===== src/mdf_pkg.sv =====
package mdf_pkg;

  localparam int unsigned HdrSeqBytes  = 8;
  localparam int unsigned HdrLenBytes  = 2;
  localparam int unsigned HdrTypeBytes = 1;
  localparam int unsigned HdrTotal     = HdrSeqBytes + 2 * HdrLenBytes + HdrTypeBytes;

  localparam int unsigned CountW = 16;

  localparam logic [CountW-1:0] HdrLastOff   = CountW'(HdrTotal - 1);
  localparam logic [CountW-1:0] HdrSeqEnd    = CountW'(HdrSeqBytes);
  localparam logic [CountW-1:0] HdrTopicEnd  = CountW'(HdrSeqBytes + HdrLenBytes);
  localparam logic [CountW-1:0] HdrMsgEnd    = CountW'(HdrSeqBytes + 2 * HdrLenBytes);

  typedef enum logic [1:0] {
    SEC_HEADER  = 2'd0,
    SEC_TOPIC   = 2'd1,
    SEC_MESSAGE = 2'd2,
    SEC_TRAIL   = 2'd3
  } section_e;

endpackage


===== src/message_package_deframer.sv =====
// Package deframer. The input channel takes one raw stream beat per cycle
// (stream_byte_i under in_valid_i / in_stall_o). The output channel gives one
// labeled beat for every input beat (out_valid_o / out_stall_i): the section,
// the byte itself, its offset within the section, the header fields and the
// header_complete and frame_end flags.
// Each package is a 13-byte header, the topic bytes, the message bytes and one
// trailing byte. Header fields read as zero until the last header beat, and
// are held from that beat until the next package's header.
// Output valid rises in the cycle after an input beat is accepted. Throughput is
// one beat per cycle while out_stall_i stays low, set by the single result
// register that sits behind the section counter and the header field registers.
// Reset clears the section state, the offset counter, the header fields and
// the output valid flag; the block then expects the first byte of a header.
// When the receiver stalls while a result is held, in_stall_o rises in the
// same cycle and the held result stays unchanged until it is taken.
module message_package_deframer
  import mdf_pkg::*;
(
  input  logic        clk_i,
  input  logic        rst_ni,
  input  logic        in_valid_i,
  output logic        in_stall_o,
  input  logic [7:0]  stream_byte_i,
  output logic        out_valid_o,
  input  logic        out_stall_i,
  output logic [1:0]  section_o,
  output logic [7:0]  data_byte_o,
  output logic [15:0] offset_o,
  output logic [63:0] sequence_number_o,
  output logic [15:0] topic_len_o,
  output logic [15:0] message_len_o,
  output logic [7:0]  type_code_o,
  output logic        header_complete_o,
  output logic        frame_end_o
);

  section_e          phase_q, phase_d;
  logic [CountW-1:0] cnt_q, cnt_d;
  logic [63:0]       seq_q, seq_d;
  logic [15:0]       topic_len_q, topic_len_d;
  logic [15:0]       msg_len_q, msg_len_d;
  logic [7:0]        type_q, type_d;

  logic              accept;
  logic              hdr_last;
  logic              topic_last;
  logic              msg_last;
  logic              show;
  section_e          after_topic;
  section_e          after_header;

  logic              out_valid_q, out_valid_d;
  logic [1:0]        section_q;
  logic [7:0]        data_byte_q;
  logic [15:0]       offset_q;
  logic [63:0]       seq_out_q;
  logic [15:0]       topic_out_q;
  logic [15:0]       msg_out_q;
  logic [7:0]        type_out_q;
  logic              hdr_done_q;
  logic              frame_end_q;

  assign in_stall_o = out_valid_q & out_stall_i;
  assign accept     = in_valid_i & ~in_stall_o;

  assign hdr_last     = (cnt_q >= HdrLastOff);
  assign topic_last   = ({1'b0, cnt_q} + 17'd1) >= {1'b0, topic_len_q};
  assign msg_last     = ({1'b0, cnt_q} + 17'd1) >= {1'b0, msg_len_q};
  assign after_topic  = (msg_len_q != 16'd0) ? SEC_MESSAGE : SEC_TRAIL;
  assign after_header = (topic_len_q != 16'd0) ? SEC_TOPIC : after_topic;

  always_comb begin
    phase_d = phase_q;
    unique case (phase_q)
      SEC_HEADER:  if (hdr_last) phase_d = after_header;
      SEC_TOPIC:   if (topic_last) phase_d = after_topic;
      SEC_MESSAGE: if (msg_last) phase_d = SEC_TRAIL;
      SEC_TRAIL:   phase_d = SEC_HEADER;
      default:     phase_d = SEC_HEADER;
    endcase
  end

  always_comb begin
    cnt_d       = cnt_q + CountW'(1);
    seq_d       = seq_q;
    topic_len_d = topic_len_q;
    msg_len_d   = msg_len_q;
    type_d      = type_q;
    show        = 1'b1;
    unique case (phase_q)
      SEC_HEADER: begin
        if (cnt_q < HdrSeqEnd) begin
          seq_d = (cnt_q == '0) ? {56'd0, stream_byte_i} : {seq_q[55:0], stream_byte_i};
        end else if (cnt_q < HdrTopicEnd) begin
          topic_len_d = {topic_len_q[7:0], stream_byte_i};
        end else if (cnt_q < HdrMsgEnd) begin
          msg_len_d = {msg_len_q[7:0], stream_byte_i};
        end else begin
          type_d = stream_byte_i;
        end
        if (hdr_last) begin
          cnt_d = '0;
        end else begin
          show = 1'b0;
        end
      end
      SEC_TOPIC:   if (topic_last) cnt_d = '0;
      SEC_MESSAGE: if (msg_last) cnt_d = '0;
      SEC_TRAIL:   cnt_d = '0;
      default:     cnt_d = '0;
    endcase
  end

  assign out_valid_d = accept | (out_valid_q & out_stall_i);

  always_ff @(posedge clk_i or negedge rst_ni) begin
    if (!rst_ni) begin
      phase_q     <= SEC_HEADER;
      cnt_q       <= '0;
      seq_q       <= '0;
      topic_len_q <= '0;
      msg_len_q   <= '0;
      type_q      <= '0;
      out_valid_q <= 1'b0;
    end else begin
      out_valid_q <= out_valid_d;
      if (accept) begin
        phase_q     <= phase_d;
        cnt_q       <= cnt_d;
        seq_q       <= seq_d;
        topic_len_q <= topic_len_d;
        msg_len_q   <= msg_len_d;
        type_q      <= type_d;
      end
    end
  end

  always_ff @(posedge clk_i) begin
    if (accept) begin
      section_q   <= phase_q;
      data_byte_q <= stream_byte_i;
      offset_q    <= (phase_q == SEC_TRAIL) ? 16'd0 : cnt_q;
      seq_out_q   <= show ? seq_d : 64'd0;
      topic_out_q <= show ? topic_len_d : 16'd0;
      msg_out_q   <= show ? msg_len_d : 16'd0;
      type_out_q  <= show ? type_d : 8'd0;
      hdr_done_q  <= (phase_q == SEC_HEADER) && hdr_last;
      frame_end_q <= (phase_q == SEC_TRAIL);
    end
  end

  assign out_valid_o       = out_valid_q;
  assign section_o         = section_q;
  assign data_byte_o       = data_byte_q;
  assign offset_o          = offset_q;
  assign sequence_number_o = seq_out_q;
  assign topic_len_o       = topic_out_q;
  assign message_len_o     = msg_out_q;
  assign type_code_o       = type_out_q;
  assign header_complete_o = hdr_done_q;
  assign frame_end_o       = frame_end_q;

endmodule


===== config.mk =====
export PLATFORM = sky130hd
export DESIGN_NAME = message_package_deframer
export DESIGN_NICKNAME = d
export VERILOG_FILES = /design/src/mdf_pkg.sv /design/src/message_package_deframer.sv
export SDC_FILE = /design/constraint.sdc
export NUM_CORES = 1
export LEC_CHECK = 0
export BUFFER_PORTS_ARGS = -buffer_cell sky130_fd_sc_hd__buf_2
export CORE_ASPECT_RATIO = 1.4
export CORE_UTILIZATION = 35
export DETAILED_ROUTE_END_ITERATION = 16
export PLACE_DENSITY_LB_ADDON = 0.12
export SYNTH_ARGS = -nofsm -noshare
export SYNTH_HDL_FRONTEND = slang
export SYNTH_SLANG_ARGS = --single-unit

===== constraint.sdc =====
create_clock -name clk_i -period 8.4 [get_ports clk_i]
set_input_delay 1.26 -clock clk_i [delete_from_list [all_inputs] [get_ports clk_i]]
set_output_delay 1.26 -clock clk_i [all_outputs]
set_load 0.005 [all_outputs]

Word level (Yosys, flattened, before mapping) --
Index checks and enable logic that the tools add are counted.
Storage, ports and cells: output and inout bits 134, register bits 255, logic and storage cells 66
Cells by class: add/sub/neg operators 2, bitwise gates (word level) 4, equal/unequal tests 6, order comparisons 6, reduce and logical (&&, ||, !) cells 6, mux-type cells 26
Operators with widths (number):
- 64-bit 2-to-1 mux | 3
- 16-bit 2-to-1 mux | 10
- 16-bit one-hot mux with 4 select lines | 1
- 16-bit by 4-bit less-than comparator with 1-bit output, second input constant | 3
- 17-bit by 16-bit greater-or-equal comparator with 1-bit output | 2
- 8-bit 2-to-1 mux | 4
- 16-bit nonzero test | 2
- 16-bit by 1-bit adder with 17-bit output, second input constant | 1
- 16-bit by 1-bit adder with 16-bit output, second input constant | 1
- 16-bit by 4-bit greater-or-equal comparator with 1-bit output, second input constant | 1
- 16-bit logical NOT | 1
- 2-bit 2-to-1 mux | 4
- 2-bit one-hot mux with 4 select lines | 1
- 2-bit != test, second input constant | 3
- 2-bit equality test, second input constant | 2
- 4-bit AND reduction | 1
- 1-bit 2-to-1 mux | 3
- 1-bit AND | 2
- 2-bit by 1-bit equality test with 1-bit output, second input constant | 1
- 2-bit logical NOT | 1
- 1-bit logical AND | 1
- 1-bit inverter | 1
- 1-bit OR | 1

Depth between registers and ports, before layout --
depth after elaboration 5, gate-level depth with buffers 13

Worst setup path before layout --
OpenSTA, ideal clock, no wires.
kind input to register, start in out_stall_i, end reg cnt_q[10], arrival 6.665 ns, slack 1.669 ns, stages 8, buffers on the path 2, cells stage by stage nand2_1 -> nand2_1 -> inv_1 -> clkbuf_1 -> o21ai_0 -> a31oi_1 -> clkbuf_1 -> a22o_1
On the way: cells in the longest elaborated chain, start to end 3
RTL lines:
- start: declaration | line message_package_deframer.sv:25 | input logic out_stall_i,
- 1-bit AND | line message_package_deframer.sv:63 | assign in_stall_o = out_valid_q & out_stall_i;
- 1-bit inverter | line message_package_deframer.sv:64 | assign accept = in_valid_i & ~in_stall_o;
- 1-bit AND | line message_package_deframer.sv:64
- via accept | line message_package_deframer.sv:44 | logic accept;
- end signal: assignment | line message_package_deframer.sv:129 | cnt_q <= cnt_d;
- end: declaration | line message_package_deframer.sv:38 | logic [CountW-1:0] cnt_q, cnt_d;
The timed path passes the listed nets, and every way through them passes these cells. A chain may end at the register's enable or synchronous reset.

Final worst setup path --
start reg cnt_q[1], end reg cnt_q[0]
On the way: cells in the longest elaborated chain, start to end 4, elaborated cells on any way between the ends 8, classes of those cells 1 x add/sub; 3 x order compare; 4 x mux
RTL lines:
- 16-bit by 1-bit adder with 17-bit output | line message_package_deframer.sv:67, message_package_deframer.sv:68
- 17-bit by 16-bit greater-or-equal comparator with 1-bit output (on tied branches) | line message_package_deframer.sv:68, message_package_deframer.sv:67
- 16-bit 2-to-1 mux (on tied branches) | line message_package_deframer.sv:108, message_package_deframer.sv:107
- 16-bit one-hot mux with 4 select lines * | line message_package_deframer.sv:90 | unique case (phase_q)
Every way passes the cells marked *; elsewhere a longest branch is shown, timed or not.

==> flow_metrics.tcl <==
set metrics [dict create \
    outcome "complete, no violations" \
    cts.repair.resized 0 \
    floorplan.die.width_um 154.3 \
    net-switching-power_uw 1523 \
    pin_count_of_the_biggest_net_entering_global_routing 93 \
    worstPathRequired_ns 8.87 \
    timing.critical_path.to "cnt_q[0]" \
    post_synth_num_cell_types 49 \
    grt-ovfl-total 0 \
    port_buffers 145 \
    maxCapViolations 0 \
    synth-edff-count 132 \
    cts.sink_count 255 \
    clk_root_buffer_cell "clkbuf_16" \
    cts.clk_slew.worst_paths_ns 0.07 \
    ys_seq_area_share_pct 61.97 \
    die-area_mm2 0.03320 \
    synth_area_mm2 0.01136 \
    netlist_top_cells_count "nand2_1 (211), edfxtp_1 (132), dfrtp_1 (123), a21oi_1 (73), o21ai_0 (72)" \
    setup_viol 0 \
    wl_per_cell_um 18.84 \
    areaGrowthSynthToFinish_pct 16.91 \
    holdCritPathClass "reg -> reg" \
    pwr-share-comb_pct 29.1 \
    core.rowCount 77 \
    antenna-diode-count 0 \
    detail_route.drc_violations 0 \
    synth_area_leaders "edfxtp_1 (35%), dfrtp_1 (27%), nand2_1 (7.0%), ha_1 (4.3%), a21oi_1 (3.2%)" \
    drt_iter0_markers 379 \
    synth.most_common_cell "nand2_1" \
    critical_path.reg2reg.startpoint "cnt_q[1]" \
    core_mm2 0.03179 \
    final_area_mm2 0.01329 \
    setup_crit_end_kind "flip-flop" \
    hold_viol 0 \
    detail_route.wirelength_mm 29.64 \
    avgViaCountPerCell 5.042 \
    wire_length_of_the_first_global_routing_pass_mm 46.35 \
    timing.reg2reg.setup_slack_ns 3.69 \
    peakVddDrop_v 0.0001606 \
    sw_frac_of_total_pct 35.91 \
    internal_power_uw 2717 \
    number_of_warnings_reported_in_the_yosys_synthesis_log 0 \
    antenna_violations_before_repair 0 \
    total_leakage_power_uw 0.005673 \
    yosys_most_used_dff "edfxtp_1" \
    clkLatencyLatePin_ns 0.54 \
    num_vias 7931 \
    final_layout_size_suffix_gt1_share_pct 19.35 \
    timing_max_transition_violations_final 0 \
    r2r_cells 12 \
    hold_path_startpoint "seq_q[56]" \
    synth_fp_nets 1090 \
    gp_congestion 0.9417 \
    global_route.usage.total_pct 18.18 \
    final.period_utilization_pct 56.03 \
    yosysTopAreaCell "edfxtp_1" \
    fillCellCount 3113 \
    ys_seq_elements 255 \
    io-pin-count 146 \
    cp.arrival_ns 5.18 \
    first_global_vias 7883 \
    timing.slew.headroom_pct 21.19 \
    post-cts-setup-buffer-count 0 \
    starting_density_of_the_core_pct 35.74 \
    finalWorstPathRequiredPeriod_ns 4.707 \
    power-per-cell-area_mw_per_mm2 319.1 \
    worstReg2RegEnd "cnt_q[0]" \
    syn-instance-count 1039 \
    final.setup.tns_ns 0 \
    ys_async_sr_fraction_pct 48.24 \
    clock_path_buffers 3 \
    worstSetupPathType "reg -> reg" \
    mean_cell_area_of_the_mapped_netlist_um2 10.94 \
    post_placement_cell_area_mm2 0.01242 \
    unrepaired_setup_endpoints_after_global_routing "false" \
    cts_tree "built" \
    post-dp-hpwl_mm 19.89 \
    tritoncts.num_buffers 26 \
    nets 1210 \
    cts_htree_levels 1 \
    clkPwrFrac_pct 27.8 \
    height_of_the_die_um 215.2 \
    fmaxAchievable_mhz 212.5 \
    yosysTopAreaCellShare_pct 34.88 \
    worstSetupStartpoint "cnt_q[1]" \
    antenna_left 0 \
    cts.hold.buffers_added 0 \
    tightestPinTransition_ns 1.177 \
    dr.pass1.iters 5 \
    finalClockSkew_ns 0.01282 \
    sequentialPowerShare_pct 43.1 \
    cp-start-kind "flip-flop" \
    critical_path.max_fanout 12 \
]
-- power groups by stage --
stage,clock (uW),combinational (uW),sequential [uW]
2_1_floorplan,0,838,1800
3_3_place_gp,0,1240,1850
3_5_place_dp,0,1250,1850
4_1_cts,1210,1250,1830
5_1_grt,1260,1400,1870
6_report,1180,1230,1830
-- registers in the layout, summed over array words and instances, names as in the netlist, 2 cells and up --
signal / count
type_q: 8
offset_o: 16
topic_len_q: 16
phase_q: 2
data_byte_o: 8
sequence_number_o: 64
topic_len_o: 16
section_o: 2
cnt_q: 16
message_len_o: 16
seq_q: 64
type_code_o: 8
msg_len_q: 16
-- cell type report --
type                       instances  area (um2)  area share [%]
clock inverter                    12       127.6          0.9606
multi-input combinational        672        3894           29.31
timing repair buffer             155       803.3           6.046
tap                              395       494.2           3.720
clock buffer                      35       735.7           5.538
inverter                          49       188.9           1.422
sequential                       255        7042           53.00
-- how the worst min path moves through the flow --
stage / to / cells after the start
5_1_grt: seq_q[63] / 2
3_5_place_dp: seq_q[60] / 2
3_3_place_gp: seq_q[59] / 2
6_report: seq_q[56] / 2
4_1_cts: seq_q[56] / 2
2_1_floorplan: seq_q[56] / 2
-- cell usage in the layout (no fill, tap or decap), types with 3 or more instances in the layout --
| master | synthesis | routed |
|---|---|---|
| a211oi_1 | 3 | 3 |
| a21oi_1 | 73 | 73 |
| a22o_1 | 11 | 11 |
| buf_2 | 4 | 144 |
| buf_4 | 1 | 11 |
| bufinv_16 | 0 | 3 |
| clkbuf_1 | 43 | 5 |
| clkbuf_16 | 0 | 27 |
| clkbuf_8 | 0 | 3 |
| clkinv_1 | 0 | 6 |
| clkinv_2 | 0 | 3 |
| dfrtp_1 | 123 | 123 |
| edfxtp_1 | 132 | 132 |
| ha_1 | 39 | 39 |
| inv_1 | 49 | 48 |
| mux2_2 | 24 | 24 |
| mux2_4 | 3 | 3 |
| mux2i_1 | 16 | 16 |
| nand2_1 | 211 | 211 |
| nand3_1 | 67 | 66 |
| nand4_1 | 13 | 13 |
| nor2_1 | 49 | 49 |
| nor2b_1 | 15 | 15 |
| nor3_1 | 6 | 6 |
| nor4_1 | 11 | 11 |
| o211ai_1 | 3 | 3 |
| o21ai_0 | 72 | 72 |
| o22ai_1 | 8 | 8 |
| or4_1 | 3 | 3 |
| xnor2_1 | 10 | 10 |
| xor2_1 | 6 | 6 |
-- cell families (layout without fill, tap and decap cells) --
group,count (synthesis),in the layout,synth area share (%)
adders and majority gates,39,39,4.294
xor gates and xnor gates,16,16,1.233
buffers and inverters,112,251,3.909
AOI/OAI and AO/OA,183,183,9.095
DFF,255,255,61.97
and+or+nand+nor,391,391,15.32
muxes,43,43,4.184
-- through the flow --
step	setup slack, ns	hold slack, ns	util [%]	total power, uW	instances
after floorplan	1.669	0.4497	-	2643	1039
after global placement	3.782	0.4610	39.07	3090	1526
after detailed placement	3.681	0.4702	39.07	3102	1526
after CTS	3.670	0.4842	41.79	4302	1573
after global routing	3.312	0.5073	41.79	4518	1573
final	3.693	0.4822	41.79	4240	1573
-- routing by layer --
metal | track usage (%) | vias to the layer above | routed length (um)
met5 | 0 | - | 0
met3 | 2.158 | 24 | 962
li1 | - | 3863 | -
met4 | 5.182 | 0 | 589
met1 | 22.23 | 3877 | 12300
met2 | 33.38 | 167 | 15790
-- critical path, stage by stage, from the launching register on --
cell,delay (ns)
dfrtp_1,0.49
ha_1,0.26
nand3_1,0.20
nor4_1,0.88
nand3_1,0.19
xnor2_1,0.33
ha_1,0.32
a21oi_1,0.15
o21ai_0,0.10
a311oi_1,0.24
o211ai_1,0.18
a31oi_1,0.97
mux2_2,0.31
Power figures use the tool's default switching activity.
